### src/cfq_pkg.sv
// Shared types and constants for the circular FIFO queue.
`default_nettype none
package cfq_pkg;

   localparam int DATA_W = 32;
   localparam int OCC_W  = 6;
   localparam int CAP_W  = 6;
   localparam int CAP_LIMIT = 32;

   typedef enum logic [2:0] {
      OP_ENQ  = 3'd0,
      OP_DEQ  = 3'd1,
      OP_SHOW = 3'd2,
      OP_PEEK = 3'd3,
      OP_CNT  = 3'd4
   } op_type;

   typedef enum logic [1:0] {
      STS_OK       = 2'd0,
      STS_OVERFLOW = 2'd1,
      STS_EMPTY    = 2'd2
   } status_type;

   typedef struct packed {
      op_type                    op;
      logic signed [DATA_W-1:0]  value;
   } cmd_type;

   typedef struct packed {
      status_type                status;
      logic signed [DATA_W-1:0]  data;
      logic [OCC_W-1:0]          occupancy;
      logic                      last;
   } rsp_type;

endpackage
`default_nettype wire

### src/cfq_if.sv
// Request and response channel interfaces of the circular FIFO queue.
`default_nettype none
interface cfq_req_if;
   logic                               valid;
   logic                               ready;
   logic [2:0]                         opcode;
   logic signed [cfq_pkg::DATA_W-1:0]  value;

   modport source (output valid, output opcode, output value, input ready);
   modport sink (input valid, input opcode, input value, output ready);
endinterface

interface cfq_rsp_if;
   logic                               valid;
   logic                               ready;
   logic [1:0]                         status;
   logic signed [cfq_pkg::DATA_W-1:0]  data;
   logic [cfq_pkg::OCC_W-1:0]          occupancy;
   logic                               last;

   modport source (output valid, output status, output data, output occupancy,
                   output last, input ready);
   modport sink (input valid, input status, input data, input occupancy,
                 input last, output ready);
endinterface
`default_nettype wire

### src/cfq_ram.sv
// Generic single-port-write RAM with a registered read port.
`default_nettype none
module cfq_ram #(
   parameter int WIDTH = 32,
   parameter int DEPTH = 32
) (
   input  wire logic                     clock,
   input  wire logic                     wr_en,
   input  wire logic [$clog2(DEPTH)-1:0] wr_addr,
   input  wire logic [WIDTH-1:0]         wr_data,
   input  wire logic                     rd_en,
   input  wire logic [$clog2(DEPTH)-1:0] rd_addr,
   output logic [WIDTH-1:0]              rd_data
);

   logic [WIDTH-1:0] mem_ff [DEPTH];
   logic [WIDTH-1:0] rd_data_ff;

   always_ff @(posedge clock) begin
      if (wr_en) begin
         mem_ff[wr_addr] <= wr_data;
      end
      if (rd_en) begin
         rd_data_ff <= mem_ff[rd_addr];
      end
   end

   assign rd_data = rd_data_ff;

endmodule
`default_nettype wire

### src/cfq_front.sv
// Front end: accepts request transfers, drops unknown opcodes, queues commands.
`default_nettype none
module cfq_front (
   input  wire logic        clock,
   input  wire logic        reset,
   cfq_req_if.sink          req,
   output logic             cmd_valid,
   output cfq_pkg::cmd_type cmd,
   input  wire logic        cmd_ready
);

   cfq_pkg::cmd_type entry_ff [2];
   logic             wr_ptr_ff, wr_ptr_in;
   logic             rd_ptr_ff, rd_ptr_in;
   logic [1:0]       cnt_ff, cnt_in;
   logic             known_op;
   logic             push;
   logic             pop;

   assign known_op  = (req.opcode <= cfq_pkg::OP_CNT);
   assign req.ready = (cnt_ff != 2'd2);
   assign push      = req.valid && req.ready && known_op;
   assign cmd_valid = (cnt_ff != 2'd0);
   assign pop       = cmd_valid && cmd_ready;
   assign cmd       = entry_ff[rd_ptr_ff];

   always_comb begin
      wr_ptr_in = push ? !wr_ptr_ff : wr_ptr_ff;
      rd_ptr_in = pop ? !rd_ptr_ff : rd_ptr_ff;
      cnt_in    = cnt_ff + 2'(push) - 2'(pop);
   end

   always_ff @(posedge clock) begin
      if (reset) begin
         wr_ptr_ff <= 1'b0;
         rd_ptr_ff <= 1'b0;
         cnt_ff    <= 2'd0;
      end else begin
         wr_ptr_ff <= wr_ptr_in;
         rd_ptr_ff <= rd_ptr_in;
         cnt_ff    <= cnt_in;
      end
   end

   always_ff @(posedge clock) begin
      if (push) begin
         entry_ff[wr_ptr_ff] <= '{op: cfq_pkg::op_type'(req.opcode), value: req.value};
      end
   end

endmodule
`default_nettype wire

### src/cfq_back.sv
// Back end: executes queued commands against the ring storage and drives responses.
`default_nettype none
module cfq_back #(
   parameter int DEPTH = 32
) (
   input  wire logic                       clock,
   input  wire logic                       reset,
   input  wire logic                       csr_wr_en,
   input  wire logic [cfq_pkg::CAP_W-1:0]  csr_wr_data,
   input  wire logic                       cmd_valid,
   input  cfq_pkg::cmd_type                cmd,
   output logic                            cmd_ready,
   cfq_rsp_if.source                       rsp
);

   localparam int AW      = $clog2(DEPTH);
   localparam int XW      = (AW > cfq_pkg::CAP_W) ? AW + 1 : cfq_pkg::CAP_W + 1;
   localparam int CAP_MAX = (DEPTH < cfq_pkg::CAP_LIMIT) ? DEPTH : cfq_pkg::CAP_LIMIT;

   typedef enum logic [1:0] {
      BS_IDLE = 2'b01,
      BS_READ = 2'b10
   } bstate_type;

   bstate_type                   state_ff, state_in;
   cfq_pkg::op_type              op_ff, op_in;
   logic [AW-1:0]                head_ff, head_in;
   logic [AW-1:0]                tail_ff, tail_in;
   logic [AW-1:0]                idx_ff, idx_in;
   logic [cfq_pkg::OCC_W-1:0]    count_ff, count_in;
   logic [cfq_pkg::OCC_W-1:0]    remain_ff, remain_in;
   logic [cfq_pkg::CAP_W-1:0]    cap_ff, cap_in;
   logic                         rsp_valid_ff, rsp_valid_in;
   cfq_pkg::rsp_type             rsp_ff, rsp_in;
   logic                         out_free;
   logic                         wr_en;
   logic [AW-1:0]                wr_addr;
   logic                         rd_en;
   logic [AW-1:0]                rd_addr;
   logic [cfq_pkg::DATA_W-1:0]   rd_data;

   function automatic logic [AW-1:0] advance(input logic [AW-1:0] idx,
                                             input logic [cfq_pkg::CAP_W-1:0] cap);
      logic [XW-1:0] nxt;
      nxt = XW'(idx) + XW'(1);
      return (nxt >= XW'(cap)) ? '0 : AW'(nxt);
   endfunction

   function automatic cfq_pkg::rsp_type make_rsp(input cfq_pkg::status_type status,
                                                 input logic [cfq_pkg::DATA_W-1:0] data,
                                                 input logic [cfq_pkg::OCC_W-1:0] occ,
                                                 input logic last);
      cfq_pkg::rsp_type r;
      r.status    = status;
      r.data      = data;
      r.occupancy = occ;
      r.last      = last;
      return r;
   endfunction

   assign out_free = !rsp_valid_ff || rsp.ready;

   always_comb begin
      state_in     = state_ff;
      op_in        = op_ff;
      head_in      = head_ff;
      tail_in      = tail_ff;
      idx_in       = idx_ff;
      count_in     = count_ff;
      remain_in    = remain_ff;
      cap_in       = cap_ff;
      rsp_valid_in = rsp_valid_ff && !rsp.ready;
      rsp_in       = rsp_ff;
      cmd_ready    = 1'b0;
      wr_en        = 1'b0;
      wr_addr      = tail_ff;
      rd_en        = 1'b0;
      rd_addr      = head_ff;

      case (state_ff)
         BS_IDLE: begin
            if (cmd_valid && out_free) begin
               cmd_ready = 1'b1;
               case (cmd.op)
                  cfq_pkg::OP_ENQ: begin
                     rsp_valid_in = 1'b1;
                     if (count_ff >= cap_ff) begin
                        rsp_in = make_rsp(cfq_pkg::STS_OVERFLOW, '0, count_ff, 1'b1);
                     end else begin
                        wr_en    = 1'b1;
                        tail_in  = advance(tail_ff, cap_ff);
                        count_in = count_ff + 6'd1;
                        rsp_in   = make_rsp(cfq_pkg::STS_OK, cmd.value, count_in, 1'b1);
                     end
                  end
                  cfq_pkg::OP_DEQ, cfq_pkg::OP_PEEK, cfq_pkg::OP_SHOW: begin
                     if (count_ff == '0) begin
                        rsp_valid_in = 1'b1;
                        rsp_in = make_rsp(cfq_pkg::STS_EMPTY, '0, count_ff, 1'b1);
                     end else begin
                        rd_en     = 1'b1;
                        op_in     = cmd.op;
                        idx_in    = advance(head_ff, cap_ff);
                        remain_in = count_ff;
                        state_in  = BS_READ;
                     end
                  end
                  cfq_pkg::OP_CNT: begin
                     rsp_valid_in = 1'b1;
                     rsp_in = make_rsp(cfq_pkg::STS_OK, '0, count_ff, 1'b1);
                  end
                  default: begin
                  end
               endcase
            end
         end
         BS_READ: begin
            if (out_free) begin
               rsp_valid_in = 1'b1;
               case (op_ff)
                  cfq_pkg::OP_DEQ: begin
                     head_in  = idx_ff;
                     count_in = count_ff - 6'd1;
                     rsp_in   = make_rsp(cfq_pkg::STS_OK, rd_data, count_in, 1'b1);
                     state_in = BS_IDLE;
                  end
                  cfq_pkg::OP_SHOW: begin
                     rsp_in = make_rsp(cfq_pkg::STS_OK, rd_data, count_ff,
                                       remain_ff == 6'd1);
                     if (remain_ff == 6'd1) begin
                        state_in = BS_IDLE;
                     end else begin
                        rd_en     = 1'b1;
                        rd_addr   = idx_ff;
                        idx_in    = advance(idx_ff, cap_ff);
                        remain_in = remain_ff - 6'd1;
                     end
                  end
                  default: begin
                     rsp_in   = make_rsp(cfq_pkg::STS_OK, rd_data, count_ff, 1'b1);
                     state_in = BS_IDLE;
                  end
               endcase
            end
         end
         default: begin
            state_in = BS_IDLE;
         end
      endcase

      // A capacity write also empties the queue.
      if (csr_wr_en) begin
         if (csr_wr_data == '0) begin
            cap_in = 6'd1;
         end else if (csr_wr_data > 6'(CAP_MAX)) begin
            cap_in = 6'(CAP_MAX);
         end else begin
            cap_in = csr_wr_data;
         end
         head_in  = '0;
         tail_in  = '0;
         count_in = '0;
      end
   end

   always_ff @(posedge clock) begin
      if (reset) begin
         state_ff     <= BS_IDLE;
         head_ff      <= '0;
         tail_ff      <= '0;
         count_ff     <= '0;
         cap_ff       <= 6'(CAP_MAX);
         rsp_valid_ff <= 1'b0;
      end else begin
         state_ff     <= state_in;
         head_ff      <= head_in;
         tail_ff      <= tail_in;
         count_ff     <= count_in;
         cap_ff       <= cap_in;
         rsp_valid_ff <= rsp_valid_in;
      end
   end

   always_ff @(posedge clock) begin
      op_ff     <= op_in;
      idx_ff    <= idx_in;
      remain_ff <= remain_in;
      rsp_ff    <= rsp_in;
   end

   cfq_ram #(
      .WIDTH (cfq_pkg::DATA_W),
      .DEPTH (DEPTH)
   ) u_ram (
      .clock   (clock),
      .wr_en   (wr_en),
      .wr_addr (wr_addr),
      .wr_data (cmd.value),
      .rd_en   (rd_en),
      .rd_addr (rd_addr),
      .rd_data (rd_data)
   );

   assign rsp.valid     = rsp_valid_ff;
   assign rsp.status    = rsp_ff.status;
   assign rsp.data      = rsp_ff.data;
   assign rsp.occupancy = rsp_ff.occupancy;
   assign rsp.last      = rsp_ff.last;

endmodule
`default_nettype wire

### src/circular_fifo_queue.sv
// A request is held in the front-end command buffer, then run by the back end, which registers its response.
// Enqueue, count and empty-queue cases are answered directly from the idle state of the execution unit.
// Dequeue and peek pass through the read state, waiting on the registered read of the slot RAM.
// Show-all returns one response per stored word, from oldest to newest.
// Reset empties the queue and sets the capacity to its maximum; the RAM is not cleared.
`default_nettype none
module circular_fifo_queue #(
   parameter int DEPTH = 32
) (
   input  wire logic                       clock,
   input  wire logic                       reset,
   cfq_req_if.sink                         req_if,
   cfq_rsp_if.source                       rsp_if,
   input  wire logic                       csr_wr_en,
   input  wire logic [cfq_pkg::CAP_W-1:0]  csr_wr_data
);

   logic             cmd_valid;
   logic             cmd_ready;
   cfq_pkg::cmd_type cmd;

   cfq_front u_front (
      .clock     (clock),
      .reset     (reset),
      .req       (req_if),
      .cmd_valid (cmd_valid),
      .cmd       (cmd),
      .cmd_ready (cmd_ready)
   );

   cfq_back #(
      .DEPTH (DEPTH)
   ) u_back (
      .clock       (clock),
      .reset       (reset),
      .csr_wr_en   (csr_wr_en),
      .csr_wr_data (csr_wr_data),
      .cmd_valid   (cmd_valid),
      .cmd         (cmd),
      .cmd_ready   (cmd_ready),
      .rsp         (rsp_if)
   );

endmodule
`default_nettype wire

### src/flat_wrapper.sv
// flat-port wrapper written by rule: the top's interface ports become plain ports
module circular_fifo_queue_flat 
#(
   parameter int DEPTH = 32
)
  (clock, reset, csr_wr_en, csr_wr_data, req_if_valid, req_if_opcode, req_if_value, req_if_ready, rsp_if_valid, rsp_if_status, rsp_if_data, rsp_if_occupancy, rsp_if_last, rsp_if_ready);
  cfq_req_if req_if_i ();
  cfq_rsp_if rsp_if_i ();
  input  wire logic clock;
  input  wire logic reset;
  input  wire logic csr_wr_en;
  input  wire logic [cfq_pkg::CAP_W-1:0] csr_wr_data;
  input wire logic [$bits(req_if_i.valid)-1:0] req_if_valid;
  input wire logic [$bits(req_if_i.opcode)-1:0] req_if_opcode;
  input wire logic [$bits(req_if_i.value)-1:0] req_if_value;
  output wire logic [$bits(req_if_i.ready)-1:0] req_if_ready;
  output wire logic [$bits(rsp_if_i.valid)-1:0] rsp_if_valid;
  output wire logic [$bits(rsp_if_i.status)-1:0] rsp_if_status;
  output wire logic [$bits(rsp_if_i.data)-1:0] rsp_if_data;
  output wire logic [$bits(rsp_if_i.occupancy)-1:0] rsp_if_occupancy;
  output wire logic [$bits(rsp_if_i.last)-1:0] rsp_if_last;
  input wire logic [$bits(rsp_if_i.ready)-1:0] rsp_if_ready;
  assign req_if_i.valid = req_if_valid;
  assign req_if_i.opcode = req_if_opcode;
  assign req_if_i.value = req_if_value;
  assign req_if_ready = req_if_i.ready;
  assign rsp_if_valid = rsp_if_i.valid;
  assign rsp_if_status = rsp_if_i.status;
  assign rsp_if_data = rsp_if_i.data;
  assign rsp_if_occupancy = rsp_if_i.occupancy;
  assign rsp_if_last = rsp_if_i.last;
  assign rsp_if_i.ready = rsp_if_ready;
  circular_fifo_queue #(.DEPTH(DEPTH)) u_core (.clock(clock), .reset(reset), .req_if(req_if_i), .rsp_if(rsp_if_i), .csr_wr_en(csr_wr_en), .csr_wr_data(csr_wr_data));
endmodule
### config.mk
export PLATFORM = sky130hd
export DESIGN_NAME = circular_fifo_queue_flat
export DESIGN_NICKNAME = d
export VERILOG_FILES = /design/src/cfq_pkg.sv /design/src/cfq_if.sv /design/src/cfq_ram.sv /design/src/cfq_front.sv /design/src/cfq_back.sv /design/src/circular_fifo_queue.sv /design/src/flat_wrapper.sv
export SDC_FILE = /design/constraint.sdc
export NUM_CORES = 1
export LEC_CHECK = 0
export BUFFER_PORTS_ARGS = -buffer_cell sky130_fd_sc_hd__buf_4
export CAP_MARGIN = 20
export CORE_AREA = 2 2 352 354
export DETAILED_ROUTE_END_ITERATION = 8
export DIE_AREA = 0 0 354 356
export PLACE_DENSITY = 0.51
export SETUP_SLACK_MARGIN = 0.3
export SKIP_LAST_GASP = 1
export SYNTH_ARGS = -nofsm -noshare
export SYNTH_HDL_FRONTEND = slang
export SYNTH_HIERARCHICAL = 1
export SYNTH_SLANG_ARGS = --single-unit
export TNS_END_PERCENT = 50
### constraint.sdc
create_clock -name clock -period 5.15 [get_ports clock]
set_input_delay 1.2875 -clock clock [delete_from_list [all_inputs] [get_ports clock]]
set_output_delay 1.2875 -clock clock [all_outputs]
set_load 0.05 [all_outputs]
==> results of run 1 <==
-- placed cells by master (no fill, tap or decap), types with 5 or more instances in the layout --
| cell type | count |
|---|---|
| bufinv_16 | 8 |
| and3_1 | 5 |
| a21o_1 | 6 |
| nand3b_1 | 7 |
| a31oi_1 | 33 |
| inv_1 | 19 |
| o21ai_1 | 8 |
| mux2_2 | 9 |
| xor2_1 | 7 |
| clkinv_2 | 23 |
| xnor2_1 | 16 |
| a22o_1 | 65 |
| dfxtp_1 | 29 |
| ha_1 | 35 |
| clkinvlp_4 | 5 |
| a22oi_1 | 97 |
| nor2_4 | 36 |
| nand3_1 | 118 |
| nor3_1 | 39 |
| clkinv_1 | 28 |
| o22ai_1 | 9 |
| nand2b_1 | 5 |
| o21ai_0 | 32 |
| buf_4 | 174 |
| clkinv_8 | 5 |
| mux2_4 | 31 |
| a21oi_1 | 116 |
| clkbuf_1 | 28 |
| nand2_1 | 195 |
| mux2i_1 | 520 |
| nor2_1 | 44 |
| buf_12 | 30 |
| clkbuf_16 | 138 |
| edfxtp_1 | 1181 |
| and2_1 | 6 |
-- synthesized netlist by cell type (3+ instances only) --
cell	n
edfxtp_1	1181
mux2i_1	520
nand2_1	196
nand3_1	118
a21oi_1	117
a22oi_1	97
nor2_1	79
a22o_1	65
clkbuf_1	54
nor3_1	39
buf_2	36
ha_1	36
buf_4	34
a31oi_1	33
o21ai_0	32
mux2_4	31
dfxtp_1	30
inv_1	19
buf_6	17
xnor2_1	16
mux2_2	10
buf_1	9
o22ai_1	9
o21ai_1	8
and2_1	7
nand2b_1	7
nand3b_1	7
xor2_1	7
a21o_1	6
nor2b_1	6
and3_1	5
a21oi_2	4
or2_2	4
buf_12	3
o21ai_2	3
or3_1	3
or3b_2	3
-- power by group through the flow --
stage | clock network [mW] | logic, mW | registers, mW
floorplan | 0 | 1.07 | 12.5
global placement | 0 | 2.47 | 12.1
detailed placement | 0 | 2.52 | 12.1
CTS | 9.36 | 2.53 | 11.9
global route | 9.73 | 2.69 | 11.9
finish | 9.16 | 2.50 | 11.9
-- worst min-delay path: stages, from the launching register on --
cell and delay [ns]:
dfxtp_1 0.32, xnor2_1 0.09, nor2_1 0.08
-- registers in the layout, indices dropped and copies added (netlist names), 2 cells and up, named ones only --
| signal | cells |
|---|---|
| u_core/u_back/cap_ff | 6 |
| u_core/u_back/count_ff | 6 |
| u_core/u_back/head_ff | 5 |
| u_core/u_back/idx_ff | 5 |
| u_core/u_back/op_ff | 3 |
| u_core/u_back/remain_ff | 6 |
| u_core/u_back/rsp.data | 32 |
| u_core/u_back/rsp.occupancy | 6 |
| u_core/u_back/rsp.status | 2 |
| u_core/u_back/state_ff | 2 |
| u_core/u_back/tail_ff | 5 |
| u_core/u_back/u_ram/mem_ff | 1024 |
| u_core/u_back/u_ram/rd_data | 32 |
| u_core/u_front/cnt_ff | 2 |
| u_core/u_front/entry_ff | 70 |
-- per-stage QoR --
step                cell area (sq um)  hold WS [ns]  power, mW  std cells    util
floorplan                       48450        0.4709      13.54       2894       -
global placement                51770        0.4995      14.55       4578  0.4220
detailed placement              51770        0.5139      14.62       4578  0.4220
CTS                             55970        0.5300      23.77       4819  0.4563
global route                    56010        0.5639      24.32       4821  0.4566
finish                          56010        0.5198      23.53       4822  0.4566
-- routing by layer --
metal,track usage,up-vias,wire (microns)
li1,-,11700,-
met1,0.2929,13780,59820
met2,0.3264,735,60840
met3,0.02878,159,6153
met4,0.05136,0,2542
met5,0,-,0
-- cell families after synthesis --
family | Yosys count | synth area share
multiplexers | 561 | 0.1194
buffers and inverters | 175 | 0.02092
AND/OR/NAND/NOR | 489 | 0.04653
AO/OA/AOI/OAI | 399 | 0.05539
adder cells (fa/ha/maj) | 36 | 0.009297
XOR/XNOR | 23 | 0.004158
flip-flops | 1211 | 0.7443
-- final cells by class --
type	instances	share of cell area
diodes	1	0.00004467
clock buffers	168	0.06402
clock inverters	73	0.01097
inverters	20	0.001340
multi-input cells	1508	0.2091
flip-flops and latches	1211	0.6439
well taps	1637	0.03657
repair buffers	204	0.03404
-- worst paths after layout --
check / start / end / slack, ns / cells past startpoint
setup reg to reg: u_core/u_back/count_ff[0]$_SDFFE_PP0P_ / u_core/u_back/u_ram/mem_ff[16][3]$_DFFE_PP_ / 1.12 / 9
hold reg to reg: u_core/u_front/rd_ptr_ff$_SDFFE_PP0P_ / register / 0.52 / 2
hold / removal: u_core/u_front/rd_ptr_ff$_SDFFE_PP0P_ / register / 0.52 / 2
setup / recovery: u_core/u_back/count_ff[0]$_SDFFE_PP0P_ / u_core/u_back/u_ram/mem_ff[16][3]$_DFFE_PP_ / 1.12 / 9
==> qor.txt, run 1 <==
status -> complete, no violations
Placer Congestion -> 0.8177
# port buffers -> 88
setup bufs post-CTS -> 0
asr flop ratio synth -> 0
Achievable Freq -> 248.3 MHz
antenna violation net count after detailed routing -> 0
RSZ-0062 raised after global routing -> no
power per cell area -> 420.1 nW/um^2
Largest stage delay, worst path -> 0.70 ns
top post-synthesis cells by area -> edfxtp_1 73%, mux2i_1 11%, nand2_1 1.5%
count of cell types in the netlist -> 71
Avg Inst Size Synth -> 16.74 sq um
Worst path slowest cell -> or3b_2
mean routed wirelength per cell -> 26.83 microns
Multi-input gate area -> 11,720 sq um
Num CTS Buffers -> 135
count of final max-slew check failures -> 0
DRT iter0 DRCs -> 2,291
final-stage net count -> 3,162
CP top delay family -> simple AND/OR/NAND/NOR gates
Yosys Warn Count -> 6
Post-synth EDFFs -> 1,181
CP max FO -> 13
worst slack at placement -> 0.6218 ns
global-route wire length before repair -> 186,500 microns
Sink Count -> 1,211
CP arrival -> 4.44 ns
clk buf depth -> 3
Sw Share -> 0.2483
setup tns final -> 0 ns
post-cts sizing count -> 0
Pleak -> 17.24 nW
final hold violations -> 0
WP data required -> 5.57 ns
sequential area share after synthesis -> 0.7443
Global Route Usage Sum -> 0.2036
FF/Latch Area -> 36,070 sq um
critical path cell sequence -> inv_1 > ha_1 > nand2b_1 > a21oi_1 > o21ai_1 > a21oi_2 > or3b_2 > nor2_4 > buf_12
WP buf/inv -> 2
largest net degree at the start of global routing -> 82
Die ar. -> 126,000 sq um
initial antenna violation count -> 3
Initial DRT Pass Iterations -> 5
detailed-route vias per instance -> 5.469
Flop pwr share -> 0.505
minimum clock period -> 4.027 ns
share of layout cells above drive strength 1 -> 0.1577
core area -> 122,700 sq um
Clk pwr share -> 0.389
filler cell count -> 10,600
max_cap viols -> 0
flops & latches, synth -> 1,211
root buffer cell -> clkbuf_16
Syn Inst Count -> 2,894
Residual DRC -> 0
Total Wirelength -> 129,400 microns
Ports -> 89
number of global-route vias before repair -> 26,530
Post-CTS Hold Buffers -> 0
Min-Delay Path Class -> register to register
Setup WS post-layout -> 1.123 ns
Area Overhead vs Synth -> 15.61%
Crit Path Category -> register to register
clk_skew -> 0.02914 ns
via count -> 26,370
Worst slew margin -> 0.2572
top-area cell type share of the netlist area -> 0.7319
H-Tree Depth -> 4
Initial Utilization -> 0.3950
clock slew at reported path FFs -> 0.06 ns
Post-DP HPWL -> 73,460 microns
row count -> 129
type of origin of the critical path -> register
largest area contributor in the netlist -> edfxtp_1
internal power -> 17.69 mW
post-synthesis cell area -> 48,450 sq um
Clk Latency, worst-skew pair -> 0.74 ns
CTS tree -> done
VDD IR max -> 306.2 uV
Post-synth top flop -> edfxtp_1
total grt overflow -> 0
setup violators final -> 0
Gate power share -> 0.106
Switch Pwr -> 5.843 mW
Worst-Margin Slew -> 1.114 ns
width of the die -> 354 microns
Critical Path End Type -> register
fin crit share -> 0.7820
Post-Syn Nets -> 2,976
die height -> 356 microns
Note: power is estimated with default switching activity, not from simulation.
==> run 2, diff against run 1 <==
PLACE_DENSITY = 0.53   (was 0.51)
clock period = 3.3 ns   (was 5.15 ns; I/O delays follow)
==> qor.txt, run 2 (synthesis gave the netlist of run 1 again) <==
Total Power -> 37.08 mW (+58%)
type of origin of the critical path -> register
busiest grt layer -> met2
status -> complete, no violations
power per cell area -> 628.2 nW/um^2 (+50%)
biggest registers after layout -> u_core/u_back/u_ram/mem_ff (1024), u_core/u_front/entry_ff (70)
via count -> 27,320 (+3.6%)
final-stage net count -> 3,319 (+5.0%)
Worst-Margin Slew -> 0.8214 ns (-0.2928 ns)
row count -> 129 (unchanged)
Flop pwr share -> 0.500 (-0.005)
Global Route Usage Sum -> 0.2143 (+0.01068)
Worst slew margin -> 0.4524 (+0.1952)
# port buffers -> 88 (unchanged)
final std cells w/o fill -> 4,972 (+3.1%)
grt met3 use -> 0.03657 (+0.007785)
global-route wire length before repair -> 193,200 microns (+3.6%)
H-Tree Depth -> 4 (unchanged)
Residual DRC -> 0 (unchanged)
worst slack at placement -> -0.2231 ns (-0.8449 ns)
Die ar. -> 126,000 sq um (unchanged)
clock slew at reported path FFs -> 0.06 ns (about the same)
DRT iter0 DRCs -> 2,491 (+8.7%)
max_cap viols -> 0 (unchanged)
width of the die -> 354 microns (unchanged)
clk_skew -> 0.02685 ns (-0.002290 ns)
antenna violation net count after detailed routing -> 0 (unchanged)
Gate power share -> 0.110 (+0.004)
Ports -> 89 (unchanged)
Achievable Freq -> 328.3 MHz (+32%)
Post-Place Cells -> 4,658 (+1.7%)
Sw Share -> 0.2419 (-0.006391)
Num CTS Buffers -> 133 (-1.5%)
initial antenna violation count -> 5 (+2)
Area Overhead vs Synth -> 21.84%
max reg flops -> 1,024 (unchanged)
Critical Path End Type -> register
root buffer cell -> clkbuf_16
largest net degree at the start of global routing -> 46 (-44%)
CTS tree -> done
VDD IR max -> 496.1 uV (+62%)
Initial Utilization -> 0.3950 (unchanged)
detailed-route vias per instance -> 5.495 (+0.47%)
met2 usage -> 0.3599 (+0.03350)
most frequent cells in the layout -> 1,181 x edfxtp_1, 511 x mux2i_1, 220 x buf_4
Clk pwr share -> 0.390 (about the same)
Post-CTS Hold Buffers -> 0 (unchanged)
CP max FO -> 17 (+4)
number of global-route vias before repair -> 27,420 (+3.4%)
Total Wirelength -> 138,600 microns (+7.2%)
internal power -> 28.11 mW (+59%)
count of final max-slew check failures -> 0 (unchanged)
RSZ-0062 raised after global routing -> yes
clk buf depth -> 3 (unchanged)
fin crit share -> 0.9231 (+0.1412)
met1 Use GR -> 0.2826 (-0.01030)
Clk Latency, worst-skew pair -> 0.73 ns (about the same)
Placer Congestion -> 0.7857 (-3.9%)
Min-Delay Path Class -> primary input to register
final hold violations -> 0 (unchanged)
setup tns final -> 0 ns (unchanged)
Sink Count -> 1,211 (unchanged)
CP arrival -> 3.51 ns (-0.93 ns)
Initial DRT Pass Iterations -> 6 (+1)
total grt overflow -> 0 (unchanged)
Pleak -> 18.61 nW (+7.9%)
share of layout cells above drive strength 1 -> 0.2085 (+0.05079)
mean routed wirelength per cell -> 27.88 microns (+3.9%)
Setup WS post-layout -> 0.2536 ns (-0.8692 ns)
setup violators final -> 0 (unchanged)
WP data required -> 3.77 ns (-1.80 ns)
Switch Pwr -> 8.972 mW (+54%)
Post-DP HPWL -> 77,940 microns (+6.1%)
core area -> 122,700 sq um (unchanged)
die height -> 356 microns (unchanged)
commonest non-fill, non-tap cell in the layout -> edfxtp_1
minimum clock period -> 3.046 ns (-0.9808 ns)
most flop-heavy register -> u_core/u_back/u_ram/mem_ff
Crit Path Category -> register to register
-- run 2: worst max-delay path: stages (launching register included) --
cell      delay (ns)
edfxtp_1        0.40
nor3_2          0.23
nand3b_1        0.26
nand3_4         0.21
buf_4           0.13
mux2_4          0.34
nor2b_4         0.24
buf_12          0.22
buf_12          0.19
a22o_1          0.17
nor3_2          0.06
a31oi_2         0.22
nand3_1         0.10
-- run 2: final timing paths --
path	from	to	slack (ns)	cells after the start
hold / removal	req_if_value[27]	u_core/u_front/entry_ff[1][27]$_DFFE_PP_	0.28	1
setup / recovery	u_core/u_back/remain_ff[3]$_DFFE_PP_	u_core/u_back/u_ram/rd_data[30]$_DFFE_PP_	0.25	12
hold reg to reg	u_core/u_front/rd_ptr_ff$_SDFFE_PP0P_	register	0.54	2
setup reg to reg	u_core/u_back/remain_ff[3]$_DFFE_PP_	u_core/u_back/u_ram/rd_data[30]$_DFFE_PP_	0.25	12
-- run 2: through the flow --
step	hold WS, ns	area, sq um	utilization
after global placement	0.4978	53160	0.4334
after global routing	0.2508	59030	0.4812
final	0.2843	59030	0.4812
after floorplan	0.4709	48790	-
after CTS	0.2326	58420	0.4762
after detailed placement	0.5218	53160	0.4334
-- run 2: area by class of cell --
| type | count | area [sq um] |
|---|---|---|
| repair buffers | 362 | 4596 |
| diodes | 1 | 2.502 |
| multi-input cells | 1509 | 12000 |
| flip-flops and latches | 1211 | 36070 |
| well taps | 1637 | 2048 |
| clock buffers | 171 | 3620 |
| clock inverters | 61 | 618.1 |
| inverters | 20 | 75.07 |
| fillers | 10330 | 63630 |
-- run 2: metal layers --
layer / part of all wire / vias to the layer above
li1: - / 12040
met1: 0.43 / 14210
met2: 0.49 / 847
met3: 0.055 / 227
met4: 0.028 / 2
met5: 0.000079 / -
-- run 2: timing repair --
action | 4_1_cts | 5_1_grt
setup endpoints to repair | 490 | 486
resized for setup | 53 | 45
pin swaps | 20 | 16
setup buffers | 32 | 24
cloned | 16 | 9
-- run 2: power groups by stage --
stage | sequential, mW | clock (mW) | combinational (mW)
after floorplan | 19.5 | 0 | 1.73
after global placement | 18.8 | 0 | 4.02
after detailed placement | 18.9 | 0 | 4.13
after CTS | 18.5 | 14.8 | 4.14
after global routing | 18.6 | 15.4 | 4.36
final | 18.5 | 14.5 | 4.09
